`src/rtl/core/msrs_pkg.sv`:
```
package msrs_pkg;

   // Mersenne modulus of the minimal-standard generator, 2^31 - 1
   localparam logic [30:0] LCG_MOD = 31'h7FFF_FFFF;

   // Step strobes from the sequencer to the datapath
   typedef struct packed {
      logic load;    // request taken: latch fields, start generator multiply
      logic fold;    // reduce product mod 2^31-1, commit new state
      logic prep;    // first product (uniform) or span/multiplier select (broken stick)
      logic mul_a;   // second product stage
      logic mul_b;   // third product stage / partial-product merge
      logic fin;     // final add, saturate, load output register
   } msrs_cmd_type;

endpackage

```
`src/rtl/core/msrs_ctrl.sv`:
```
module msrs_ctrl (
   input  logic                   clock,
   input  logic                   reset,
   input  logic                   req_valid,
   output logic                   req_ready,
   output logic                   rsp_valid,
   input  logic                   rsp_ready,
   output msrs_pkg::msrs_cmd_type cmd
);
   import msrs_pkg::*;

   typedef enum logic [2:0] {
      ST_IDLE,
      ST_FOLD,
      ST_PREP,
      ST_MUL_A,
      ST_MUL_B,
      ST_FIN
   } state_type;

   state_type state_ff, state_in;
   logic      rsp_valid_ff, rsp_valid_in;
   logic      out_free, accept, finish;

   assign out_free  = !rsp_valid_ff || rsp_ready;
   assign finish    = (state_ff == ST_FIN) && out_free;
   // next request may enter as the current result lands in the output register
   assign req_ready = (state_ff == ST_IDLE) || finish;
   assign accept    = req_valid && req_ready;

   always_comb begin
      state_in = state_ff;
      case (state_ff)
         ST_IDLE:  if (accept) state_in = ST_FOLD;
         ST_FOLD:  state_in = ST_PREP;
         ST_PREP:  state_in = ST_MUL_A;
         ST_MUL_A: state_in = ST_MUL_B;
         ST_MUL_B: state_in = ST_FIN;
         ST_FIN: begin
            if (out_free) begin
               state_in = accept ? ST_FOLD : ST_IDLE;
            end
         end
         default:  state_in = ST_IDLE;
      endcase
   end

   always_comb begin
      rsp_valid_in = rsp_valid_ff;
      if (finish) begin
         rsp_valid_in = 1'b1;
      end else if (rsp_ready) begin
         rsp_valid_in = 1'b0;
      end
   end

   always_ff @(posedge clock) begin
      if (reset) begin
         state_ff     <= ST_IDLE;
         rsp_valid_ff <= 1'b0;
      end else begin
         state_ff     <= state_in;
         rsp_valid_ff <= rsp_valid_in;
      end
   end

   assign rsp_valid = rsp_valid_ff;

   always_comb begin
      cmd       = '0;
      cmd.load  = accept;
      cmd.fold  = (state_ff == ST_FOLD);
      cmd.prep  = (state_ff == ST_PREP);
      cmd.mul_a = (state_ff == ST_MUL_A);
      cmd.mul_b = (state_ff == ST_MUL_B);
      cmd.fin   = finish;
   end

endmodule

```
`config.mk`:
```
export PLATFORM = sky130hd
export DESIGN_NAME = msrs_ctrl
export DESIGN_NICKNAME = d
export VERILOG_FILES = /design/src/rtl/core/msrs_pkg.sv /design/src/rtl/core/msrs_ctrl.sv
export SDC_FILE = /design/constraint.sdc
export NUM_CORES = 1
export LEC_CHECK = 0
export BUFFER_PORTS_ARGS = -buffer_cell sky130_fd_sc_hd__buf_2
export CORE_AREA = 4 4 41 43
export CTS_CLUSTER_DIAMETER = 40
export DETAILED_ROUTE_END_ITERATION = 10
export DIE_AREA = 0 0 45 47
export PLACE_DENSITY_LB_ADDON = 0.25
export SLEW_MARGIN = 20
export SYNTH_ARGS = -nofsm -noshare
export SYNTH_HDL_FRONTEND = slang
export SYNTH_SLANG_ARGS = --single-unit
```
`constraint.sdc`:
```
create_clock -name clock -period 2.6 [get_ports clock]
set_input_delay 0.13 -clock clock [delete_from_list [all_inputs] [get_ports clock]]
set_output_delay 0.13 -clock clock [all_outputs]
set_load 0.05 [all_outputs]
```
==> metrics.md <==
| Metric | Value |
|---|---|
| Synth top area share | 30.2% |
| Worst Skew | 0.00234 ns |
| Worst Setup End Kind | output pin |
| Syn-to-layout area delta | 20.3% |
| CTS buffer count | 3 |
| Max_cap viols | 0 |
| Setup TNS | 0 ns |
| DR vias | 232 |
| Die W | 45 µm |
| Setup CP Type | reg -> out |
| Filler cell count | 159 |
| Top-count cell post-synth | nor2_1 |
| GR Overflow Total | 0 |
| Clock tree buffer depth | 2 |
| Initial antenna violation count | 0 |
| Yosys warns | 0 |
| Inst Count DP | 54 |
| Worst-skew pair later-pin latency | 0.23 ns |
| Die Y | 47 µm |
| Crit path time final | 1.59 ns |
| Reg-to-reg endpoint | state_ff[0] |
| Cell variety after synth | 17 |
| Largest net degree at the start of global routing | 13 |
| Post-CTS sizing | 0 |
| Vias in the first global route | 220 |
| Root Driver | clkbuf_4 |
| Avg WL per Cell | 9.65 µm |
| Port Buffers | 11 |
| Core footprint | 0.00130 mm² |
| Status | completed |
| Worst R2R Path Depth | 3 |
| Fin. Hold Viols | 0 |
| RSZ-0062 raised after global routing | no |
| Placement Setup Slack | 1.26 ns |
| GRT Util Overall | 6.24% |
| Initial Utilization | 20.4% |
| Antenna viol nets, final | 0 |
| Ant. Diodes | 0 |
| CP max FO | 12 |
| Synth area leader | dfxtp_1 |
| DRT Pass-1 Iters | 2 |
| Setup ws final | 1.01 ns |
| Final Power | 0.251 mW |
| Slew @ Worst Pin | 0.402 ns |
| Peak ir drop on the vdd network | 217 µV |
| EDFF count, synth | 0 |
| Final design utilization | 24.5% |
| Post-CTS Setup Inserts | 0 |
| Fin cells | 57 |
| # IOs | 12 |
| Clk sink count | 4 |
| Vias/cell | 4.07 |
| Fin crit share | 61.1% |
| Final max-slew violation count | 0 |
| Post-Syn Instances | 33 |
| CTS tree | done |
| Placed Area | 297 µm² |
| Ys async rst share | 0% |
| Die area | 0.00212 mm² |
| Flop2flop setup slack | 1.45 ns |
| Worst endpoint required time | 2.47 ns |
| Synth cell count leaders | 6 x nor2_1, 4 x dfxtp_1, 3 x a21oi_1 |
| # DRC | 0 |
| Max Freq | 0.630 GHz |
| Post-synthesis register bit count | 4 |
| Power per cell area | 786 mW/mm² |
| Detailed Route Iter0 Violations | 2 |
| Row Count | 13 |
| Detailed placement HPWL | 422 µm |
| H-tree depth | 1 |
| Leak Pwr | 0.146 nW |
| Register area share after synthesis | 30.2% |
| HP Start | reset |
| Nets | 48 |
| Post-Syn Area | 265 µm² |
| Routability Congestion | 0.678 |
| Hold WC Path Type | in -> reg |
| First-pass GRT wire length | 959 µm |
| Share of cells above drive strength 1 | 38.1% |
| Clk slew on worst S/H paths | 0.04 ns |
| Final wirelength | 550 µm |
| Top post-synthesis cells by area | dfxtp_1 30%, buf_6 8.5%, nor2_1 8.5% |
| Critical Path AT | 1.46 ns |
| Final setup viols | 0 |
| Worst hold endpoint | state_ff[0] |
| Hold Path Depth | 2 |
| Hold Buf Count CTS | 0 |
| Mapped Nets | 37 |
| Syn avg cell area | 8.04 µm² |
| Most used DFF post-synth | dfxtp_1 |
| Fin area | 319 µm² |
| Critical R2R Launch | state_ff[1] |
| Worst hold slack | 0.111 ns |
| Startpoint types | flip-flop |
| Worst slew margin | 73.2% |
[report_power, final]
group	switching (mW)	internal, mW	total [mW]
sequential	0.0154	0.0675	0.0829
combinational	0.0651	0.0277	0.0928
clock	0.0236	0.0515	0.0751
total	0.104	0.147	0.251
[registers in the layout, indices dropped and copies added (netlist names)]
| register | flops |
|---|---|
| state_ff | 3 |
| rsp_valid | 1 |
[per-layer routing]
metal,wire length [µm],GRT usage [%],part of all wire [%],vias to the layer above
met2,237,8.19,43,6
met1,291,8.41,53,98
li1,-,-,-,128
met3,21,4.98,3.8,0
met5,0,0,0,-
met4,0,0,0,0
[layout by cell type, fill, tap and decap left out]
cell	n
clkbuf_4	3
nand2_1	2
nand2b_1	2
nand3b_1	1
buf_2	11
a311oi_2	1
o31a_1	1
nor3b_1	2
a21oi_1	3
dfxtp_1	4
o21ba_2	1
inv_1	1
xnor2_1	1
nor2_1	6
nor3_1	2
and2_1	1
[area by class of cell]
type	instances	area, µm²	share of cell area [%]
Timing Repair Buffer	11	55.1	17.3
Inverter	1	3.75	1.18
Clock buffer	3	22.5	7.06
Multi-Input combinational cell	23	139	43.5
Sequential cell	4	80.1	25.1
Tap cell	15	18.8	5.88
[cell families after synthesis]
group	after synthesis	share of synthesized area, %
buffers and inverters	6	17.4
AOI/OAI and AO/OA	6	18.4
DFF	4	30.2
and+or+nand+nor	16	30.7
xor gates and xnor gates	1	3.30
[worst max-delay path, cell delays in order (launching register included)]
cell	delay, ns
dfxtp_1	0.55
and2_1	0.19
a21oi_1	0.07
nor3_1	0.13
buf_2	0.28
[worst max path at each step]
stage	from	endpoint	slack, ns	depth (start not counted)
2_1_floorplan	state_ff[0]	cmd[4]	0.78	2
3_3_place_gp	state_ff[0]	cmd[5]	1.25	4
3_5_place_dp	state_ff[0]	cmd[5]	1.26	4
6_report	state_ff[0]	cmd[5]	1.01	4
5_1_grt	state_ff[0]	cmd[5]	0.89	4
4_1_cts	state_ff[0]	cmd[5]	1.0	4
Note: power is estimated with default switching activity, not from simulation.
